### config.mk
export PLATFORM = sky130hd
export DESIGN_NAME = format_directive_parser_unit
export DESIGN_NICKNAME = d
export VERILOG_FILES = /design/src/design/fdp_pkg.sv /design/src/design/format_directive_parser_unit.sv
export SDC_FILE = /design/constraint.sdc
export NUM_CORES = 1
export LEC_CHECK = 0
export ABC_CLOCK_PERIOD_IN_PS = 7420
export BUFFER_PORTS_ARGS = -buffer_cell sky130_fd_sc_hd__buf_2
export CORE_UTILIZATION = 45
export CTS_BUF_LIST = sky130_fd_sc_hd__clkbuf_8
export CTS_CLUSTER_SIZE = 12
export DETAILED_ROUTE_END_ITERATION = 10
export GPL_ROUTABILITY_DRIVEN = 0
export HOLD_SLACK_MARGIN = 0.15
export PLACE_DENSITY = 0.63
export SYNTH_ARGS = -nofsm -noshare
export SYNTH_HDL_FRONTEND = slang
export SYNTH_SLANG_ARGS = --single-unit
### constraint.sdc
create_clock -name aclk -period 7.42 [get_ports aclk]
set_clock_uncertainty 0.1 [all_clocks]
set_input_delay 1.855 -clock aclk [delete_from_list [all_inputs] [get_ports aclk]]
set_output_delay 1.855 -clock aclk [all_outputs]
set_load 0.005 [all_outputs]
### src/design/fdp_pkg.sv
// Package for the format directive parser: phase type, codes and number helpers.
package fdp_pkg;

    // Width of the internal decimal accumulators (8 to 32).
    localparam int NumBits = 16;

    typedef logic [NumBits-1:0] num_t;

    typedef enum logic [3:0] {
        PH_START     = 4'd0,
        PH_AFTER_PCT = 4'd1,
        PH_WIDTH     = 4'd2,
        PH_WDIG      = 4'd3,
        PH_DOT       = 4'd4,
        PH_PREC      = 4'd5,
        PH_PDIG      = 4'd6,
        PH_LEN       = 4'd7,
        PH_LEN_L     = 4'd8,
        PH_LEN_H     = 4'd9,
        PH_SPEC      = 4'd10,
        PH_SKIP      = 4'd11
    } phase_t;

    // Flag codes
    localparam logic [2:0] FLAG_NONE  = 3'd0;
    localparam logic [2:0] FLAG_MINUS = 3'd1;
    localparam logic [2:0] FLAG_PLUS  = 3'd2;
    localparam logic [2:0] FLAG_HASH  = 3'd3;
    localparam logic [2:0] FLAG_ZERO  = 3'd4;

    // Width and precision kinds
    localparam logic [1:0] KIND_ABSENT  = 2'd0;
    localparam logic [1:0] KIND_LITERAL = 2'd1;
    localparam logic [1:0] KIND_ARG     = 2'd2;

    // Length codes
    localparam logic [3:0] LEN_NONE = 4'd0;
    localparam logic [3:0] LEN_L    = 4'd1;
    localparam logic [3:0] LEN_LL   = 4'd2;
    localparam logic [3:0] LEN_H    = 4'd3;
    localparam logic [3:0] LEN_HH   = 4'd4;
    localparam logic [3:0] LEN_J    = 4'd5;
    localparam logic [3:0] LEN_Z    = 4'd6;
    localparam logic [3:0] LEN_T    = 4'd7;
    localparam logic [3:0] LEN_BIG_L = 4'd8;

    // Characters
    localparam logic [7:0] CH_PERCENT = 8'h25;
    localparam logic [7:0] CH_STAR    = 8'h2A;
    localparam logic [7:0] CH_DOT     = 8'h2E;
    localparam logic [7:0] CH_MINUS   = 8'h2D;
    localparam logic [7:0] CH_PLUS    = 8'h2B;
    localparam logic [7:0] CH_HASH    = 8'h23;
    localparam logic [7:0] CH_ZERO    = 8'h30;
    localparam logic [7:0] CH_NINE    = 8'h39;
    localparam logic [7:0] CH_LOW_L   = 8'h6C;
    localparam logic [7:0] CH_LOW_H   = 8'h68;
    localparam logic [7:0] CH_LOW_J   = 8'h6A;
    localparam logic [7:0] CH_LOW_Z   = 8'h7A;
    localparam logic [7:0] CH_LOW_T   = 8'h74;
    localparam logic [7:0] CH_BIG_L   = 8'h4C;

    function automatic logic is_digit(input logic [7:0] b);
        return (b >= CH_ZERO) && (b <= CH_NINE);
    endfunction

    function automatic logic [3:0] digit_value(input logic [7:0] b);
        logic [7:0] d;
        d = b - CH_ZERO;
        return d[3:0];
    endfunction

    // v * 10 + d, saturated at the all-ones value of num_t
    function automatic num_t accumulate(input num_t v, input logic [3:0] d);
        logic [NumBits+3:0] n;
        n = ({4'b0, v} << 3) + ({4'b0, v} << 1) + (NumBits+4)'(d);
        if (n[NumBits+3:NumBits] != 4'b0) begin
            return '1;
        end
        return n[NumBits-1:0];
    endfunction

    // Reduce an accumulator to the 16-bit result field
    function automatic logic [15:0] to_field(input num_t v);
        logic [31:0] w;
        w = 32'(v);
        return w[15:0];
    endfunction

endpackage

### src/design/format_directive_parser_unit.sv
// Top level: printf-style directive parser, one byte per cycle while no result stalls.
//
// Usage:
//   Input channel (s_): one format byte per word plus s_end_of_view on the
//   last byte of a text view. Each view yields at most one result word on
//   the m_ channel: the parsed directive fields, or m_status = 1 with all
//   other fields zero for a malformed or truncated directive.
//   The result word is registered: m_valid rises in the cycle after the byte that
//   completes the directive (specifier byte or error) is accepted.
//   Throughput: one byte per cycle unless a result stalls; the per-byte decode and the
//   multiply-by-ten accumulator sit between the phase and held-field registers
//   and the result register, so a new byte is taken every cycle s_ready is high.
//   Bytes after a result are dropped up to the view's last byte.
//   Stall: s_ready stays high while the result register is empty or being
//   taken; while a result waits with m_ready low, s_ready is low and the
//   parser holds its state.
//   Reset (aresetn low, synchronous): the parser expects '%' at the start
//   of a view, all held fields clear and no result is pending.
module format_directive_parser_unit (
    input  logic        aclk,
    input  logic        aresetn,
    input  logic        s_valid,
    output logic        s_ready,
    input  logic [7:0]  s_in_byte,
    input  logic        s_end_of_view,
    output logic        m_valid,
    input  logic        m_ready,
    output logic        m_status,
    output logic [2:0]  m_flag_code,
    output logic [1:0]  m_width_kind,
    output logic [15:0] m_width_value,
    output logic [1:0]  m_precision_kind,
    output logic [15:0] m_precision_value,
    output logic [3:0]  m_length_code,
    output logic [7:0]  m_conversion_char,
    output logic [7:0]  m_bytes_consumed
);
    import fdp_pkg::*;

    phase_t      phase_reg, phase_next;
    logic [2:0]  flag_reg, flag_next;
    num_t        width_reg, width_next;
    logic [1:0]  wkind_reg, wkind_next;
    num_t        prec_reg, prec_next;
    logic [1:0]  pkind_reg, pkind_next;
    logic [3:0]  len_reg, len_next;
    logic [7:0]  count_reg, count_next;

    logic        emit, emit_err;
    logic [7:0]  emit_spec;
    logic        consumed;
    logic        accept;

    logic        m_valid_reg;
    logic        status_reg, status_next;
    logic [2:0]  flag_out_reg, flag_out_next;
    logic [1:0]  wkind_out_reg, wkind_out_next;
    logic [15:0] width_out_reg, width_out_next;
    logic [1:0]  pkind_out_reg, pkind_out_next;
    logic [15:0] prec_out_reg, prec_out_next;
    logic [3:0]  len_out_reg, len_out_next;
    logic [7:0]  conv_out_reg, conv_out_next;
    logic [7:0]  count_out_reg, count_out_next;

    assign s_ready = !m_valid_reg || m_ready;
    assign accept  = s_valid && s_ready;

    // Next phase and held fields for the byte on the input
    always_comb begin
        phase_next = phase_reg;
        flag_next  = flag_reg;
        width_next = width_reg;
        wkind_next = wkind_reg;
        prec_next  = prec_reg;
        pkind_next = pkind_reg;
        len_next   = len_reg;
        count_next = count_reg;
        emit       = 1'b0;
        emit_err   = 1'b0;
        emit_spec  = 8'd0;
        consumed   = 1'b0;
        case (phase_reg)
            PH_SKIP: begin
                if (s_end_of_view) begin
                    phase_next = PH_START;
                end
            end
            PH_START: begin
                flag_next  = FLAG_NONE;
                width_next = '0;
                wkind_next = KIND_ABSENT;
                prec_next  = '0;
                pkind_next = KIND_ABSENT;
                len_next   = LEN_NONE;
                if (s_in_byte != CH_PERCENT) begin
                    count_next = 8'd0;
                    emit       = 1'b1;
                    emit_err   = 1'b1;
                end else begin
                    count_next = 8'd1;
                    phase_next = PH_AFTER_PCT;
                    if (s_end_of_view) begin
                        emit     = 1'b1;
                        emit_err = 1'b1;
                    end
                end
            end
            default: begin
                if (count_reg != 8'hFF) begin
                    count_next = count_reg + 8'd1;
                end
                // Walk the stages in order; a byte not taken falls to the next
                if (phase_next == PH_AFTER_PCT) begin
                    if (s_in_byte == CH_PERCENT) begin
                        emit      = 1'b1;
                        emit_spec = CH_PERCENT;
                        consumed  = 1'b1;
                    end else begin
                        phase_next = PH_WIDTH;
                        consumed   = 1'b1;
                        if (s_in_byte == CH_MINUS)      flag_next = FLAG_MINUS;
                        else if (s_in_byte == CH_PLUS)  flag_next = FLAG_PLUS;
                        else if (s_in_byte == CH_HASH)  flag_next = FLAG_HASH;
                        else if (s_in_byte == CH_ZERO)  flag_next = FLAG_ZERO;
                        else                            consumed  = 1'b0;
                    end
                end
                if (!consumed && phase_next == PH_WIDTH) begin
                    if (is_digit(s_in_byte)) begin
                        wkind_next = KIND_LITERAL;
                        width_next = num_t'(digit_value(s_in_byte));
                        phase_next = PH_WDIG;
                        consumed   = 1'b1;
                    end else if (s_in_byte == CH_STAR) begin
                        wkind_next = KIND_ARG;
                        phase_next = PH_DOT;
                        consumed   = 1'b1;
                    end else begin
                        phase_next = PH_DOT;
                    end
                end
                if (!consumed && phase_next == PH_WDIG) begin
                    if (is_digit(s_in_byte)) begin
                        width_next = accumulate(width_reg, digit_value(s_in_byte));
                        consumed   = 1'b1;
                    end else begin
                        phase_next = PH_DOT;
                    end
                end
                if (!consumed && phase_next == PH_DOT) begin
                    if (s_in_byte == CH_DOT) begin
                        phase_next = PH_PREC;
                        consumed   = 1'b1;
                    end else begin
                        phase_next = PH_LEN;
                    end
                end
                if (!consumed && phase_next == PH_PREC) begin
                    if (is_digit(s_in_byte)) begin
                        pkind_next = KIND_LITERAL;
                        prec_next  = num_t'(digit_value(s_in_byte));
                        phase_next = PH_PDIG;
                        consumed   = 1'b1;
                    end else if (s_in_byte == CH_STAR) begin
                        pkind_next = KIND_ARG;
                        phase_next = PH_LEN;
                        consumed   = 1'b1;
                    end else begin
                        // bare '.' means literal zero precision
                        pkind_next = KIND_LITERAL;
                        prec_next  = '0;
                        phase_next = PH_LEN;
                    end
                end
                if (!consumed && phase_next == PH_PDIG) begin
                    if (is_digit(s_in_byte)) begin
                        prec_next = accumulate(prec_reg, digit_value(s_in_byte));
                        consumed  = 1'b1;
                    end else begin
                        phase_next = PH_LEN;
                    end
                end
                if (!consumed && phase_next == PH_LEN) begin
                    phase_next = PH_SPEC;
                    consumed   = 1'b1;
                    if (s_in_byte == CH_LOW_L)       phase_next = PH_LEN_L;
                    else if (s_in_byte == CH_LOW_H)  phase_next = PH_LEN_H;
                    else if (s_in_byte == CH_LOW_J)  len_next   = LEN_J;
                    else if (s_in_byte == CH_LOW_Z)  len_next   = LEN_Z;
                    else if (s_in_byte == CH_LOW_T)  len_next   = LEN_T;
                    else if (s_in_byte == CH_BIG_L)  len_next   = LEN_BIG_L;
                    else                             consumed   = 1'b0;
                end
                if (!consumed && phase_next == PH_LEN_L) begin
                    phase_next = PH_SPEC;
                    if (s_in_byte == CH_LOW_L) begin
                        len_next = LEN_LL;
                        consumed = 1'b1;
                    end else begin
                        len_next = LEN_L;
                    end
                end
                if (!consumed && phase_next == PH_LEN_H) begin
                    phase_next = PH_SPEC;
                    if (s_in_byte == CH_LOW_H) begin
                        len_next = LEN_HH;
                        consumed = 1'b1;
                    end else begin
                        len_next = LEN_H;
                    end
                end
                if (!consumed && phase_next == PH_SPEC) begin
                    emit      = 1'b1;
                    emit_spec = s_in_byte;
                end
                // Truncated directive: view ended before the specifier
                if (!emit && s_end_of_view) begin
                    emit     = 1'b1;
                    emit_err = 1'b1;
                end
            end
        endcase
        if (emit) begin
            phase_next = s_end_of_view ? PH_START : PH_SKIP;
        end
    end

    // Result word fields
    always_comb begin
        status_next    = emit_err;
        flag_out_next  = 3'd0;
        wkind_out_next = 2'd0;
        width_out_next = 16'd0;
        pkind_out_next = 2'd0;
        prec_out_next  = 16'd0;
        len_out_next   = 4'd0;
        conv_out_next  = 8'd0;
        count_out_next = 8'd0;
        if (!emit_err) begin
            flag_out_next  = flag_next;
            wkind_out_next = wkind_next;
            width_out_next = (wkind_next == KIND_LITERAL) ? to_field(width_next) : 16'd0;
            pkind_out_next = pkind_next;
            prec_out_next  = (pkind_next == KIND_LITERAL) ? to_field(prec_next) : 16'd0;
            len_out_next   = len_next;
            conv_out_next  = emit_spec;
            count_out_next = count_next;
        end
    end

    // Advance the parser state on each accepted byte
    always_ff @(posedge aclk) begin
        if (!aresetn) begin
            phase_reg <= PH_START;
            flag_reg  <= FLAG_NONE;
            width_reg <= '0;
            wkind_reg <= KIND_ABSENT;
            prec_reg  <= '0;
            pkind_reg <= KIND_ABSENT;
            len_reg   <= LEN_NONE;
            count_reg <= 8'd0;
        end else if (accept) begin
            phase_reg <= phase_next;
            flag_reg  <= flag_next;
            width_reg <= width_next;
            wkind_reg <= wkind_next;
            prec_reg  <= prec_next;
            pkind_reg <= pkind_next;
            len_reg   <= len_next;
            count_reg <= count_next;
        end
    end

    // Hold the result word until taken
    always_ff @(posedge aclk) begin
        if (!aresetn) begin
            m_valid_reg <= 1'b0;
        end else begin
            if (m_ready) begin
                m_valid_reg <= 1'b0;
            end
            if (accept && emit) begin
                m_valid_reg <= 1'b1;
            end
        end
    end

    // Load the result payload
    always_ff @(posedge aclk) begin
        if (accept && emit) begin
            status_reg    <= status_next;
            flag_out_reg  <= flag_out_next;
            wkind_out_reg <= wkind_out_next;
            width_out_reg <= width_out_next;
            pkind_out_reg <= pkind_out_next;
            prec_out_reg  <= prec_out_next;
            len_out_reg   <= len_out_next;
            conv_out_reg  <= conv_out_next;
            count_out_reg <= count_out_next;
        end
    end

    assign m_valid           = m_valid_reg;
    assign m_status          = status_reg;
    assign m_flag_code       = flag_out_reg;
    assign m_width_kind      = wkind_out_reg;
    assign m_width_value     = width_out_reg;
    assign m_precision_kind  = pkind_out_reg;
    assign m_precision_value = prec_out_reg;
    assign m_length_code     = len_out_reg;
    assign m_conversion_char = conv_out_reg;
    assign m_bytes_consumed  = count_out_reg;

endmodule
==> metrics.md <==
| Metric | Value |
|---|---|
| Worst Path Required | `roughly 7.4 ns` |
| Synth top area share | `0.224` |
| Final Hold Viols | `0` |
| Gr ovfl total | `0` |
| DPL Wire Length | `~16000 um` |
| MaxCap Viol Count | `0` |
| Critical Path Sink Type | `flip-flop` |
| Detailed Routing Iterations Pass 1 | `5` |
| Clock insertion delay at the later pin of the skew report | `approximately 0.45 ns` |
| Fin area | `0.00897 sq mm` |
| I/O Buffers | `74` |
| CP Data Arrival Time | `between 5 and 6 ns` |
| Final #Nets | `between 1000 and 1500` |
| Starting Density | `0.463` |
| Leading area contributor after synthesis | `edfxtp_1` |
| Slew HR | `0.235` |
| FFs w/ async S/R, synth | `0` |
| R2R Path Start | `phase_reg[0]$_SDFFE_PN0P_` |
| Antenna Nets Post-Route | `0` |
| Initial antenna violation count | `0` |
| Most frequent cells in the layout | `94 x nor2_1, 88 x a21oi_1, 74 x buf_2` |
| R2R Path End | `m_precision_value[15]$_SDFFCE_PP0P_` |
| First-pass GRT wire length | `35600 um` |
| # IOs | `75` |
| Clock Sinks | `roughly 120` |
| Top FF cell, synth | `edfxtp_1` |
| Status | `finished clean` |
| Cell Pwr Density | `about 190 mW/mm^2` |
| WL per Instance | `approximately 19 um` |
| Crit-path max FO | `60` |
| Total wire length | `22200 um` |
| Largest net degree at the start of global routing | `approximately 60` |
| Worst-path clk slew | `roughly 0.070 ns` |
| Layout cells sized above 1 | `0.144` |
| Final Cycle Share | `0.796` |
| Area grow syn2layout | `11.7%` |
| Via density per instance | `~6.2` |
| RSZ-0062 raised after global routing | `no` |
| Worst Tran Pin Value | `1.13 ns` |
| CP max stage delay | `between 0.6 and 0.7 ns` |
| Setup Viol. Count Final | `0` |
| Worst path cell trace | `buf_2, nor3b_2, a31oi_1, a2bb2oi_2, a2111o_1, a31o_2, o2111ai_2, o221a_2, a21oi_1, a21oi_4, buf_4` |
| Seq cells post-synth | `between 100 and 150` |
| Core box area | `roughly 0.017 sq mm` |
| Syn avg cell area | `8.80 sq um` |
| Hold Path Class | `reg2reg` |
| Setup tns final | `0 ns` |
| H-tree Lvls | `4` |
| Setup Fix Bufs, Post-CTS | `0` |
| Post-synthesis cell area | `0.00803 sq mm` |
| Instance count on the critical path | `11` |
| Sequential fraction of the synthesis area | `0.364` |
| Clock buffer depth | `2` |
| Synth area leaders | `edfxtp_1 22%, dfxtp_1 14%, ha_1 9.8%` |
| Non-filler cells, final | `1199` |
| Commonest non-fill, non-tap cell in the layout | `nor2_1` |
| Critical Path End | `m_precision_value[15]$_SDFFCE_PP0P_` |
| Post-synthesis cell type count | `83` |
| Placed inst area | `~0.0086 sq mm` |
| Setup CP Type | `in2reg` |
| CP top delay family | `compound AO/OA/AOI/OAI gates` |
| DIE AREA | `between 0.015 and 0.02 sq mm` |
| Vias in the first global route | `approximately 7000` |
| Total track usage | `0.249` |
| Die X | `136 um` |
| Slew Limit Fails | `0` |
| Die Ht | `136 um` |
| CTS buffer count | `17` |
| Worst VDD drop | `0.135 mV` |
| Row count | `between 40 and 50` |
| Leak | `3.64 nW` |
| Vias | `approximately 7400` |
| Root Buffer | `clkbuf_8` |
| TritonCTS clock tree | `built` |
| Number of hold buffers added after CTS | `0` |
| R2R depth | `10` |
| CP bufs+invs | `2` |
| Ys Warns | `0` |
| # resized after CTS | `0` |
| Post-synth EDFFs | `60` |
| Tmin final | `between 5 and 6 ns` |
| Min Hold Slack | `0.373 ns` |
| Initial DRC count | `about 650` |
| Critical path's slowest cell | `buf_4` |
| Fmax | `~0.17 GHz` |
| Syn nets | `slightly below 1000` |
| Placed cells | `1167` |
| Launch point of the worst path | `s_in_byte[2]` |
| Startpoint Class | `input pin` |
| Syn Inst Count | `between 900 and 1000` |
| DRC | `0` |
| Reg-to-reg slack, setup | `2.66 ns` |
| Number of diodes | `0` |
-- layout make-up --
cell class | instances | area (sq um)
fill | 1712 | 8390
multi-input combinational | 727 | 4850
sequential | 116 | 2920
timing repair buffer | 84 | 458
tap | 225 | 282
clock buffer | 18 | 248
clock inverter | 14 | 154
inverter | 15 | 56.3
-- power breakdown --
group | internal, mW | total, mW | switching (mW)
sequential | 0.720 | 0.739 | 0.0196
combinational | 0.0987 | 0.320 | 0.221
clock | 0.309 | 0.601 | 0.292
-- metal layers --
| layer | wire, um | track usage |
|---|---|---|
| met5 | 0 | 0 |
| met4 | 725 | 0.103 |
| met3 | 1320 | 0.0565 |
| met2 | 10100 | 0.383 |
| met1 | 10000 | 0.334 |
-- logic make-up (layout without fill, tap and decap cells) --
| logic type | Yosys count | count (layout) | share of synthesized area |
|---|---|---|---|
| DFF | 116 | 116 | 0.364 |
| muxes | 5 | 5 | 0.00654 |
| buffers and inverters | 70 | 131 | 0.0357 |
| and+or+nand+nor | 317 | 317 | 0.196 |
| xor gates and xnor gates | 24 | 24 | 0.0262 |
| adders and majority gates | 67 | 67 | 0.108 |
| AOI/OAI and AO/OA | 314 | 314 | 0.264 |
-- worst register-to-register path, cell delays in order, from the launching register on --
cell and delay [ns]:
dfxtp_1 0.66, or4b_1 0.58, a31oi_1 0.41, a2bb2oi_2 0.25, a2111o_1 0.38, a31o_2 0.28, o21ai_1 0.09, a32oi_2 0.48
a21oi_1 0.29, a21oi_4 0.19, buf_4 0.63
-- through the flow --
stage	power, mW	util	setup WS [ns]
2_1_floorplan	0.961	-	1.10
5_1_grt	1.73	0.517	1.23
4_1_cts	1.67	0.517	1.63
3_3_place_gp	1.07	0.494	1.22
3_5_place_dp	1.07	0.494	1.17
6_report	1.66	0.517	1.52
-- cell usage after synthesis (14+ instances only) --
cell,n
nor2_1,94
a211oi_1,14
nor4_1,18
o21ai_0,57
nor3_1,39
nand2_1,64
nand3_1,34
ha_1,63
edfxtp_1,60
clkbuf_1,40
a21oi_1,89
a21o_1,24
inv_1,14
dfxtp_1,56
o21a_1,15
-- worst min-delay path by stage --
stage / from / end / depth (start not counted)
floorplan: flag_reg[2]$_SDFFE_PN0P_ / flag_reg[2]$_SDFFE_PN0P_ / 2
global placement: wkind_reg[1]$_SDFFE_PN0P_ / wkind_reg[1]$_SDFFE_PN0P_ / 2
detailed placement: wkind_reg[1]$_SDFFE_PN0P_ / wkind_reg[1]$_SDFFE_PN0P_ / 2
CTS: wkind_reg[1]$_SDFFE_PN0P_ / wkind_reg[1]$_SDFFE_PN0P_ / 2
global route: flag_reg[2]$_SDFFE_PN0P_ / flag_reg[2]$_SDFFE_PN0P_ / 2
finish: wkind_reg[1]$_SDFFE_PN0P_ / wkind_reg[1]$_SDFFE_PN0P_ / 2
(Power assumes the default switching activity.)
